File: src/rtl/core/itra_pkg.sv
// Package: shared constants, command/status structs and the digit-to-ASCII function.
`timescale 1ns / 1ps
package itra_pkg;

   localparam int RADIX_W = 5;
   localparam int DIGIT_W = 4;
   localparam int CHAR_W  = 8;

   localparam logic [RADIX_W-1:0] RADIX_MIN   = 5'd2;
   localparam logic [RADIX_W-1:0] RADIX_MAX   = 5'd16;
   localparam logic [RADIX_W-1:0] RADIX_DEC   = 5'd10;
   localparam logic [RADIX_W-1:0] RADIX_RESET = 5'd10;

   localparam logic [CHAR_W-1:0] CHAR_ZERO  = 8'h30;
   localparam logic [CHAR_W-1:0] CHAR_A     = 8'h41;
   localparam logic [CHAR_W-1:0] CHAR_MINUS = 8'h2D;

   // Commands from the controller to the datapath
   typedef struct packed {
      logic load;
      logic shift;
      logic emit_sign;
      logic emit_digit;
   } itra_cmd_type;

   // Status from the datapath to the controller
   typedef struct packed {
      logic radix_ok;
      logic last_bit;
      logic need_sign;
      logic last_digit;
   } itra_sts_type;

   // One digit (0..15) as upper-case ASCII
   function automatic logic [CHAR_W-1:0] digit_char(input logic [DIGIT_W-1:0] d);
      logic [CHAR_W-1:0] code;
      if (d < 4'd10) begin
         code = CHAR_ZERO + {4'd0, d};
      end else begin
         code = CHAR_A + {4'd0, d} - 8'd10;
      end
      return code;
   endfunction

endpackage

File: src/rtl/core/itra_if.sv
// Interfaces: request word channel and response character channel.
`timescale 1ns / 1ps
interface itra_req_if #(parameter int WIDTH = 32) ();
   logic                    valid;
   logic                    ready;
   logic signed [WIDTH-1:0] number;

   modport source (output valid, output number, input ready);
   modport sink   (input valid, input number, output ready);
endinterface

interface itra_rsp_if ();
   logic                        valid;
   logic                        ready;
   logic [itra_pkg::CHAR_W-1:0] character;
   logic                        last_char;

   modport source (output valid, output character, output last_char, input ready);
   modport sink   (input valid, input character, input last_char, output ready);
endinterface

File: src/rtl/core/itra_dp.sv
// Datapath: magnitude shifter, radix digit cells, digit pointer and response register.
`timescale 1ns / 1ps
module itra_dp #(
   parameter int W = 32
) (
   input  logic                          clock,
   input  logic                          reset,
   input  itra_pkg::itra_cmd_type        cmd,
   output itra_pkg::itra_sts_type        sts,
   input  logic [itra_pkg::RADIX_W-1:0]  radix,
   input  logic signed [W-1:0]           req_number,
   output logic [itra_pkg::CHAR_W-1:0]   rsp_character,
   output logic                          rsp_last_char
);
   import itra_pkg::*;

   localparam int PW = $clog2(W);
   localparam logic [PW-1:0] LAST_IDX = PW'(W - 1);

   logic [W-1:0]         mag_ff, mag_in;
   logic                 neg_ff, neg_in;
   logic [PW-1:0]        cnt_ff, cnt_in;
   logic [PW-1:0]        pos_ff, pos_in;
   logic [DIGIT_W-1:0]   digit_ff [W];
   logic [DIGIT_W-1:0]   digit_in [W];
   logic [CHAR_W-1:0]    char_ff, char_in;
   logic                 last_ff, last_in;

   logic [W-1:0]         gen, prop, kill_n;
   logic [W:0]           csum, cin;
   logic [W-1:0]         co;
   logic [RADIX_W-1:0]   cell_tmp [W];

   // Per-cell generate/propagate of the doubling carry
   always_comb begin
      for (int i = 0; i < W; i++) begin
         gen[i]  = ({digit_ff[i], 1'b0} >= radix);
         prop[i] = ({digit_ff[i], 1'b1} == radix);
      end
      kill_n = gen | prop;
   end

   // Carry chain across the cells as one add, shifted-in bit as carry in
   assign csum = {1'b0, kill_n} + {1'b0, gen} + {{W{1'b0}}, mag_ff[W-1]};
   assign cin  = csum ^ {1'b0, kill_n} ^ {1'b0, gen};
   assign co   = cin[W:1];

   // New cell values: 2d + carry_in, minus radix on carry out
   always_comb begin
      for (int i = 0; i < W; i++) begin
         cell_tmp[i] = {digit_ff[i], cin[i]} - (co[i] ? radix : {RADIX_W{1'b0}});
      end
   end

   // Next-state selection
   always_comb begin
      mag_in  = mag_ff;
      neg_in  = neg_ff;
      cnt_in  = cnt_ff;
      pos_in  = pos_ff;
      char_in = char_ff;
      last_in = last_ff;
      for (int i = 0; i < W; i++) begin
         digit_in[i] = digit_ff[i];
      end
      if (cmd.load) begin
         neg_in = req_number[W-1];
         mag_in = req_number[W-1] ? (~req_number + W'(1)) : req_number;
         cnt_in = '0;
         pos_in = '0;
         for (int i = 0; i < W; i++) begin
            digit_in[i] = '0;
         end
      end else if (cmd.shift) begin
         mag_in = {mag_ff[W-2:0], 1'b0};
         cnt_in = cnt_ff + PW'(1);
         pos_in = pos_ff + PW'(co[pos_ff]);
         for (int i = 0; i < W; i++) begin
            digit_in[i] = cell_tmp[i][DIGIT_W-1:0];
         end
      end else if (cmd.emit_sign) begin
         char_in = CHAR_MINUS;
         last_in = 1'b0;
      end else if (cmd.emit_digit) begin
         char_in = digit_char(digit_ff[pos_ff]);
         last_in = (pos_ff == '0);
         pos_in  = pos_ff - PW'(1);
      end
   end

   always_ff @(posedge clock) begin
      mag_ff  <= mag_in;
      neg_ff  <= neg_in;
      char_ff <= char_in;
      last_ff <= last_in;
      for (int i = 0; i < W; i++) begin
         digit_ff[i] <= digit_in[i];
      end
      if (reset) begin
         cnt_ff <= '0;
         pos_ff <= '0;
      end else begin
         cnt_ff <= cnt_in;
         pos_ff <= pos_in;
      end
   end

   // Status to the controller
   always_comb begin
      sts.radix_ok   = radix inside {[RADIX_MIN:RADIX_MAX]};
      sts.last_bit   = (cnt_ff == LAST_IDX);
      sts.need_sign  = neg_ff && (radix == RADIX_DEC);
      sts.last_digit = (pos_ff == '0);
   end

   assign rsp_character = char_ff;
   assign rsp_last_char = last_ff;

endmodule

File: src/rtl/core/itra_ctrl.sv
// Controller: sequences load, conversion shifts, sign and digit emission.
`timescale 1ns / 1ps
module itra_ctrl (
   input  logic                   clock,
   input  logic                   reset,
   input  logic                   req_valid,
   output logic                   req_ready,
   output logic                   rsp_valid,
   input  logic                   rsp_ready,
   output itra_pkg::itra_cmd_type cmd,
   input  itra_pkg::itra_sts_type sts
);
   import itra_pkg::*;

   typedef enum logic [3:0] {
      ST_IDLE  = 4'b0001,
      ST_CONV  = 4'b0010,
      ST_SIGN  = 4'b0100,
      ST_DIGIT = 4'b1000
   } state_type;

   state_type state_ff, state_in;
   logic      valid_ff, valid_in;
   logic      slot_free;
   logic      emit;

   assign req_ready = (state_ff == ST_IDLE);
   assign slot_free = !valid_ff || rsp_ready;

   // Next state and commands
   always_comb begin
      state_in = state_ff;
      cmd      = '0;
      case (state_ff)
         ST_IDLE: begin
            if (req_valid) begin
               cmd.load = 1'b1;
               if (sts.radix_ok) begin
                  state_in = ST_CONV;
               end
            end
         end
         ST_CONV: begin
            cmd.shift = 1'b1;
            if (sts.last_bit) begin
               state_in = sts.need_sign ? ST_SIGN : ST_DIGIT;
            end
         end
         ST_SIGN: begin
            if (slot_free) begin
               cmd.emit_sign = 1'b1;
               state_in      = ST_DIGIT;
            end
         end
         ST_DIGIT: begin
            if (slot_free) begin
               cmd.emit_digit = 1'b1;
               if (sts.last_digit) begin
                  state_in = ST_IDLE;
               end
            end
         end
         default: begin
            state_in = ST_IDLE;
         end
      endcase
   end

   // Response valid: set on emit, cleared when the word is taken
   assign emit     = cmd.emit_sign || cmd.emit_digit;
   assign valid_in = emit ? 1'b1 : (rsp_ready ? 1'b0 : valid_ff);

   always_ff @(posedge clock) begin
      if (reset) begin
         state_ff <= ST_IDLE;
         valid_ff <= 1'b0;
      end else begin
         state_ff <= state_in;
         valid_ff <= valid_in;
      end
   end

   assign rsp_valid = valid_ff;

   // Never overwrite a response word that is still waiting
   a_no_overwrite: assert property (@(posedge clock) disable iff (reset)
      (cmd.emit_sign || cmd.emit_digit) |-> (!valid_ff || rsp_ready))
      else $error("response word overwritten");

   // Last digit ends the item and frees the input
   a_last_to_idle: assert property (@(posedge clock) disable iff (reset)
      (cmd.emit_digit && sts.last_digit) |=> (state_ff == ST_IDLE))
      else $error("no return to idle after last digit");

   // Bad radix: item dropped, no conversion started
   a_bad_radix: assert property (@(posedge clock) disable iff (reset)
      (req_valid && req_ready && !sts.radix_ok) |=> (state_ff == ST_IDLE && !emit))
      else $error("conversion started with radix out of range");

endmodule

File: src/rtl/core/integer_to_radix_ascii_top.sv
// Top level: radix register, controller and datapath of the integer to ASCII converter.
// Operation: a word is accepted in idle, then the conversion state shifts its magnitude,
// one bit per shift, into the radix digit cells; the sign or first digit is then
// emitted into the response register. Throughput: one character per cycle while
// the response side is ready.
// Reset (synchronous, active high) returns to idle, drops any pending character
// and sets the radix to ten.
`timescale 1ns / 1ps
module integer_to_radix_ascii_top #(
   parameter int INPUT_WIDTH = 32
) (
   input  logic                          clock,
   input  logic                          reset,
   itra_req_if.sink                      req,
   itra_rsp_if.source                    rsp,
   input  logic                          csr_wr_en,
   input  logic [itra_pkg::RADIX_W-1:0]  csr_wr_data
);
   import itra_pkg::*;

   logic [RADIX_W-1:0] radix_ff, radix_in;
   itra_cmd_type       cmd;
   itra_sts_type       sts;
   logic               req_ready;
   logic               rsp_valid;

   // Radix register
   assign radix_in = csr_wr_en ? csr_wr_data : radix_ff;

   always_ff @(posedge clock) begin
      if (reset) begin
         radix_ff <= RADIX_RESET;
      end else begin
         radix_ff <= radix_in;
      end
   end

   itra_ctrl u_ctrl (
      .clock     (clock),
      .reset     (reset),
      .req_valid (req.valid),
      .req_ready (req_ready),
      .rsp_valid (rsp_valid),
      .rsp_ready (rsp.ready),
      .cmd       (cmd),
      .sts       (sts)
   );

   itra_dp #(
      .W (INPUT_WIDTH)
   ) u_dp (
      .clock         (clock),
      .reset         (reset),
      .cmd           (cmd),
      .sts           (sts),
      .radix         (radix_ff),
      .req_number    (INPUT_WIDTH'(req.number)),
      .rsp_character (rsp.character),
      .rsp_last_char (rsp.last_char)
   );

   assign req.ready = req_ready;
   assign rsp.valid = rsp_valid;

endmodule
File: src/flat_wrapper.sv
// flat-port wrapper written by rule: the top's interface ports become plain ports
module integer_to_radix_ascii_top_flat import itra_pkg::*;
#(
   parameter int INPUT_WIDTH = 32
)
  (clock, reset, csr_wr_en, csr_wr_data, req_valid, req_number, req_ready, rsp_valid, rsp_character, rsp_last_char, rsp_ready);
  itra_req_if req_i ();
  itra_rsp_if rsp_i ();
  input  logic clock;
  input  logic reset;
  input  logic csr_wr_en;
  input  logic [itra_pkg::RADIX_W-1:0] csr_wr_data;
  input wire logic [$bits(req_i.valid)-1:0] req_valid;
  input wire logic [$bits(req_i.number)-1:0] req_number;
  output wire logic [$bits(req_i.ready)-1:0] req_ready;
  output wire logic [$bits(rsp_i.valid)-1:0] rsp_valid;
  output wire logic [$bits(rsp_i.character)-1:0] rsp_character;
  output wire logic [$bits(rsp_i.last_char)-1:0] rsp_last_char;
  input wire logic [$bits(rsp_i.ready)-1:0] rsp_ready;
  assign req_i.valid = req_valid;
  assign req_i.number = req_number;
  assign req_ready = req_i.ready;
  assign rsp_valid = rsp_i.valid;
  assign rsp_character = rsp_i.character;
  assign rsp_last_char = rsp_i.last_char;
  assign rsp_i.ready = rsp_ready;
  integer_to_radix_ascii_top #(.INPUT_WIDTH(INPUT_WIDTH)) u_core (.clock(clock), .reset(reset), .req(req_i), .rsp(rsp_i), .csr_wr_en(csr_wr_en), .csr_wr_data(csr_wr_data));
endmodule
File: config.mk
export PLATFORM = sky130hd
export DESIGN_NAME = integer_to_radix_ascii_top_flat
export DESIGN_NICKNAME = d
export VERILOG_FILES = /design/src/rtl/core/itra_pkg.sv /design/src/rtl/core/itra_if.sv /design/src/rtl/core/itra_dp.sv /design/src/rtl/core/itra_ctrl.sv /design/src/rtl/core/integer_to_radix_ascii_top.sv /design/src/flat_wrapper.sv
export SDC_FILE = /design/constraint.sdc
export NUM_CORES = 1
export LEC_CHECK = 0
export BUFFER_PORTS_ARGS = -buffer_cell sky130_fd_sc_hd__buf_2
export CORE_MARGIN = 3
export CORE_UTILIZATION = 37
export CTS_BUF_LIST = sky130_fd_sc_hd__clkbuf_4
export CTS_CLUSTER_SIZE = 20
export DETAILED_ROUTE_END_ITERATION = 6
export PLACE_DENSITY_LB_ADDON = 0.08
export SLEW_MARGIN = 20
export SYNTH_ARGS = -nofsm -noshare
export SYNTH_HDL_FRONTEND = slang
export SYNTH_SLANG_ARGS = --single-unit
File: constraint.sdc
create_clock -name clock -period 8.5 [get_ports clock]
set_clock_uncertainty 0.15 [all_clocks]
set_input_delay 0.425 -clock clock [delete_from_list [all_inputs] [get_ports clock]]
set_output_delay 0.425 -clock clock [all_outputs]
set_load 0.005 [all_outputs]
-- Word-level counts from Yosys, hierarchy flattened
Memories as Yosys holds them, arrays and structs flattened. A register that Yosys moved wholly into a read port is not among the register bits.
Cells that the tools add are included.
W data, S select, Z words.
- bitwise operators: 6
- $lt $le $gt $ge: 36
- multiplexer cells: 63
- reduce and logical (&&, ||, !) cells: 14
- $add $sub $neg: 41
- equality and inequality tests: 45
- operators by type and width (operator ; count):
    $mux W128 ; 2
    $eq A5 B5 Y1 ; 32
    $ge A5 B5 Y1 ; 32
    $mux W4 ; 39
    $sub A4 B4 Y4 ; 32
    $mux W32 ; 3
    $xor A33 B32 Y33 ; 2
    $add A32 B32 Y33 ; 1
    $add A33 B1 Y33 ; 1
    $add A32 B2 Y32 const B ; 1
    $not A32 Y32 ; 1
    $or A32 B32 Y32 ; 1
    $mux W5 ; 5
    $mux W8 ; 2
    $pmux W4 S4 ; 1
    $mux W1 ; 10
    $add A7 B4 Y8 const A ; 1
    $ne A2 B1 Y1 const B ; 4
    $reduce_bool A2 Y1 ; 4
    $sub A8 B4 Y8 const B ; 1
    $add A6 B4 Y7 const A ; 1
    $lt A5 B6 Y1 const B ; 1
    $ne A2 B2 Y1 const B ; 3
    $reduce_and A6 Y1 ; 1
    other kinds (21) ; 24
- input port bits: 42
- logic and storage cells: 215
- bits in writable memories: 128
- register bits after elaboration: 62
- memories kept: 1
- output and inout bits: 11
- memories (name ; depth ; bits a word ; read ports ; clocked after Yosys merged registers in ; write ports ; RTL line ; source):
    u_core.u_dp.digit_ff ; 32 ; 4 ; 33 ; 1 ; 32 ; itra_dp.sv:24 ; logic [DIGIT_W-1:0] digit_ff [W];

-- Depth between registers and ports, before layout
An unclocked memory read counts as a cell.
- depth after elaboration: 13
- gate-level depth with buffers: 31
- depth with buffers taken out: 28

-- By module
A second synthesis with hierarchy kept.
- cells, all modules: 2023
- area, all modules: 17321.6 µm²
- by module, submodules not included (module ; sequential area each (µm²) ; area each (µm²) ; cells each ; instances):
    itra_dp ; 4093.9 ; 16746.1 ; 1963 ; 1
    itra_ctrl ; 100.1 ; 396.6 ; 44 ; 1
    integer_to_radix_ascii_top ; 100.1 ; 178.9 ; 16 ; 1

-- Least setup slack after synthesis
No wires, ideal clock.
- kind: flip-flop to flip-flop
- from: register u_core.radix_ff[3]
- to: register with a tool-made name
- library setup time: 0.128 ns
- setup slack: 1.863 ns
- stages on the path, launching flop included: 31
- period minus slack after synthesis: 6.637 ns
- data arrival time: 6.359 ns
- cells stage by stage: dfxtp_1 clkbuf_1 clkinv_1 ha_1 nand2_1 a211o_1 nand2_1 nor3_1 ha_1 nand3b_1 a311o_1 a221oi_2 o2bb2ai_1 or3_1 buf_6 inv_4 a21oi_4 inv_2 a21oi_4 a21o_4 a22oi_1 nand3_1 o21a_1 ha_1 fa_1 a21o_1 a21oi_1 mux2i_1 nor3_1 xnor2_1 nor2_1
- RTL lines (what ; RTL line ; source):
    start, declared ; integer_to_radix_ascii_top.sv:21 ; logic [RADIX_W-1:0] radix_ff, radix_in;
    start signal, assigned ; integer_to_radix_ascii_top.sv:34 ; radix_ff <= radix_in;

-- Worst setup path after layout
- from: register u_core.radix_ff[3]
- to: register u_core.u_dp.pos_ff[4]
- word-level cells in the longest chain between the ends: 10
- elaborated cells between the ends (all ways): 73
- those cells by class: 3 x add/sub; 32 x order compare; 32 x eq/ne; 3 x mux; 3 x bitwise
- RTL lines (what ; RTL line ; source):
    $ge A5 B5 Y1 or $eq A5 B5 Y1 (tied branches) ; itra_dp.sv:37, itra_dp.sv:38 ;
    $or A32 B32 Y32 ; itra_dp.sv:40 ; kill_n = gen | prop;
    $add A32 B32 Y33 ; itra_dp.sv:44 ; assign csum = {1'b0, kill_n} + {1'b0, gen} + {{W{1'b0}}, mag_ff[W-1]};
    $add A33 B1 Y33 ; itra_dp.sv:44 ;
    $xor A33 B32 Y33 ; itra_dp.sv:45 ; assign cin = csum ^ {1'b0, kill_n} ^ {1'b0, gen};
    $xor A33 B32 Y33 (*) ; itra_dp.sv:45 ;
    $bmux W1 S5 (*) ; itra_dp.sv:77 ; pos_in = pos_ff + PW'(co[pos_ff]);
    $mux W1 (not written as such) (*) ; itra_dp.sv:77 ;
    $add A5 B1 Y5 (*) ; itra_dp.sv:77 ;
    $mux W5 (*) ; itra_dp.sv:74 ; end else if (cmd.shift) begin
    end signal, assigned ; itra_dp.sv:104 ; pos_ff <= pos_in;
    end, declared ; itra_dp.sv:23 ; logic [PW-1:0] pos_ff, pos_in;
Every way passes the cells marked *; elsewhere a longest branch is shown, timed or not. The select of a mux whose other input is x is not followed.
A chain may end at the register's enable or synchronous reset.

==> impl_metrics.env <==
export IMPL_critPathLaunchType="flop"
export IMPL_tns_ns=0
export IMPL_yosys_cell_types_count=97
export IMPL_min_delay_path_depth=2
export IMPL_final_cell_mix="260 x nand2_1, 233 x ha_1, 169 x a21oi_1, 167 x nor2_1, 148 x dfxtp_1"
export IMPL_finalHoldViolCount=0
export IMPL_cp_required_ns=9.04
export IMPL_ant_nets=0
export IMPL_placed_cell_area_mm2=0.01821
export IMPL_grt_pass1_vias=15200
export IMPL_rsz0062_at_grt="no"
export IMPL_dp_hpwl_um=38760
export IMPL_final_common_cell="nand2_1"
export IMPL_crit_type="reg2reg"
export IMPL_n_fill_cell=4602
export IMPL_place_gp_congestion=0.8703
export IMPL_clock_path_buffers=2
export IMPL_path_delay_family="compound AO/OA/AOI/OAI gates"
export IMPL_fp_row_count=78
export IMPL_ys_warn_count=0
export IMPL_postCtsSetupRepairBufs=0
export IMPL_post_cts_resized=0
export IMPL_syn_area_mm2=0.01747
export IMPL_coreArea_mm2=0.04597
export IMPL_insertion_delay_ns=0.81
export IMPL_drv_cap=0
export IMPL_cp_end_kind="flop"
export IMPL_first_pass_iters=5
export IMPL_grtUsageTotal_pct=22.32
export IMPL_clock_sinks=194
export IMPL_path_max_fanout=23
export IMPL_setup_violations=0
export IMPL_cts_buffers=17
export IMPL_tightest_slew_ns=0.9352
export IMPL_grt_ovfl_total=0
export IMPL_vias_per_cell=5.600
export IMPL_drive_gt1_share_pct=9.197
export IMPL_crit_buf_inv=3
export IMPL_max_stage_delay_ns=0.55
export IMPL_pin_count=53
export IMPL_power_switching_mw=1.555
export IMPL_dieWidth_um=223.3
export IMPL_rrSetupSlack_ns=1.74
export IMPL_ys_seq_elements=194
export IMPL_wire_per_inst_um=19.93
export IMPL_cts_hold_buf=65
export IMPL_power_density_mw_per_mm2=184.3
export IMPL_cp_common_cell="ha_1"
export IMPL_drc=0
export IMPL_slowest_stage="a311o_1"
export IMPL_ir_drop_mv=0.1311
export IMPL_io_buffers=51
export IMPL_dieHeight_um=223.3
export IMPL_cp_arrival_ns=7.30
export IMPL_status="completed"
export IMPL_area_growth_pct=9.655
export IMPL_synth_edf_count=41
export IMPL_clockRootBuffer="clkbuf_4"
export IMPL_start_util_pct=38.00
export IMPL_grt_pass1_wl_um=86910
export IMPL_min_period_ns=6.759
export IMPL_cts_tree="done"
export IMPL_synth_fp_nets=2381
export IMPL_relSlewSlack_pct=36.99
export IMPL_grt_start_max_net_pins=74
export IMPL_reg2reg_depth=27
export IMPL_drt_iter0_drc=1005
export IMPL_combPwrFrac_pct=48.1
export IMPL_final_nets=2437
export IMPL_min_delay_path_class="reg2reg"
export IMPL_final_max_slew_viol_count=0
export IMPL_dieArea_mm2=0.04985
export IMPL_p_seq_share_pct=36.4
export IMPL_num_vias=15390
export IMPL_htree_num_levels=4
export IMPL_synthArstFlopShare_pct=0
export IMPL_avgSynthCellArea_um2=8.426
export IMPL_path_depth=27
export IMPL_dominantRegCellSynth="dfxtp_1"
export IMPL_p_leak_nw=7.920
export IMPL_netSwitchingFraction_pct=44.05
export IMPL_power_frac_clock_pct=15.5
export IMPL_finalInstanceArea_mm2=0.01915
export IMPL_antenna_found_initial=2
export IMPL_postSynthCellCount=2073
export IMPL_yosysSeqAreaShare_pct=24.58
export IMPL_path_clk_slew_ns=0.19
export IMPL_fin_crit_sh_pct=79.52
export IMPL_power_internal_mw=1.976
export IMPL_wl_um=54770
export IMPL_fmax_mhz=147.9
-- power by group through the flow --
stage / Clock [mW] / Combinational, mW / Sequential (mW)
global route: 0.607 / 1.93 / 1.31
floorplan: 0 / 1.30 / 1.21
detailed placement: 0 / 1.66 / 1.30
CTS: 0.578 / 1.70 / 1.28
global placement: 0 / 1.63 / 1.30
finish: 0.547 / 1.70 / 1.29
-- worst paths after layout --
kind	startpoint	to
max reg2reg	u_core.radix_ff[3]$_SDFFE_PP1P_	u_core.u_dp.pos_ff[4]$_SDFFE_PP0P_
min reg2reg	u_core.u_dp.cnt_ff[4]$_SDFFE_PP0P_	u_core.u_dp.cnt_ff[4]$_SDFFE_PP0P_
min	u_core.u_dp.cnt_ff[4]$_SDFFE_PP0P_	u_core.u_dp.cnt_ff[4]$_SDFFE_PP0P_
max	u_core.radix_ff[3]$_SDFFE_PP1P_	u_core.u_dp.pos_ff[4]$_SDFFE_PP0P_
-- layout make-up --
| cell class | count | area (um2) | share of cell area [%] |
|---|---|---|---|
| antenna | 6 | 15.01 | 0.07839 |
| sequential | 194 | 4300 | 22.45 |
| tap | 600 | 750.7 | 3.919 |
| clock inverter | 14 | 140.1 | 0.7316 |
| multi-input combinational | 1631 | 12190 | 63.64 |
| inverter | 149 | 566.8 | 2.959 |
| clock buffer | 18 | 135.1 | 0.7055 |
| timing repair buffer | 136 | 1056 | 5.513 |
-- through the flow --
step / cells / setup slack, ns / total power, mW / util, % / hold WS (ns)
5_1_grt: 2747 / 1.263 / 3.843 / 41.67 / 0.2477
3_5_place_dp: 2645 / 1.865 / 2.965 / 39.62 / 0.3112
3_3_place_gp: 2645 / 2.035 / 2.938 / 39.62 / 0.2954
4_1_cts: 2742 / 1.841 / 3.561 / 41.64 / 0.2288
2_1_floorplan: 2073 / 1.863 / 2.516 / - / 0.2906
6_report: 2748 / 1.741 / 3.531 / 41.67 / 0.3299
-- sequential cells by signal (all words and copies together) (netlist names), 4 cells and up, named ones only --
| signal | cells |
|---|---|
| u_core.u_dp.digit_ff | 128 |
| u_core.u_dp.rsp_character | 7 |
| u_core.u_dp.cnt_ff | 5 |
| u_core.u_ctrl.state_ff | 4 |
| u_core.radix_ff | 5 |
| u_core.u_dp.mag_ff | 32 |
| u_core.u_dp.pos_ff | 5 |
-- kinds of logic after synthesis --
| family | after synthesis | synth area share, % |
|---|---|---|
| AND/OR/NAND/NOR | 678 | 18.10 |
| AO/OA/AOI/OAI | 523 | 19.57 |
| adder cells (fa/ha/maj) | 266 | 20.47 |
| buffers and inverters | 248 | 5.680 |
| flip-flops | 194 | 24.58 |
| XOR/XNOR | 109 | 5.465 |
| multiplexers | 54 | 6.110 |
| other | 1 | 0.02147 |
-- worst min-delay path: stages, from the launching register on --
cell and delay (ns):
dfxtp_1 0.36, nand2_1 0.05, a21oi_1 0.05
-- cell usage after synthesis, types with 33 or more instances --
| library cell | number | area share (%) |
|---|---|---|
| nand2_1 | 261 | 5.6 |
| ha_1 | 233 | 17 |
| a21oi_1 | 169 | 4.8 |
| nor2_1 | 167 | 3.6 |
| dfxtp_1 | 153 | 18 |
| inv_1 | 142 | 3.1 |
| o21ai_0 | 91 | 2.6 |
| clkbuf_1 | 75 | 1.6 |
| a211oi_1 | 73 | 3.1 |
| xnor2_1 | 73 | 3.7 |
| a21o_1 | 71 | 3.1 |
| nand3_1 | 50 | 1.4 |
| and3_1 | 44 | 1.6 |
| mux4_2 | 42 | 5.4 |
| edfxtp_1 | 41 | 7.0 |
| xor2_1 | 36 | 1.8 |
| fa_1 | 33 | 3.8 |
-- per-layer routing --
layer / global-route usage (%) / up-vias / share of wire [%] / routed length (um)
li1: - / 7555 / - / -
met1: 30.80 / 7419 / 48 / 26390
met2: 35.20 / 353 / 44 / 24330
met3: 4.842 / 62 / 5.1 / 2805
met4: 6.296 / 0 / 2.3 / 1252
met5: 0 / - / 0 / 0
Note: power is estimated with default switching activity, not from simulation.
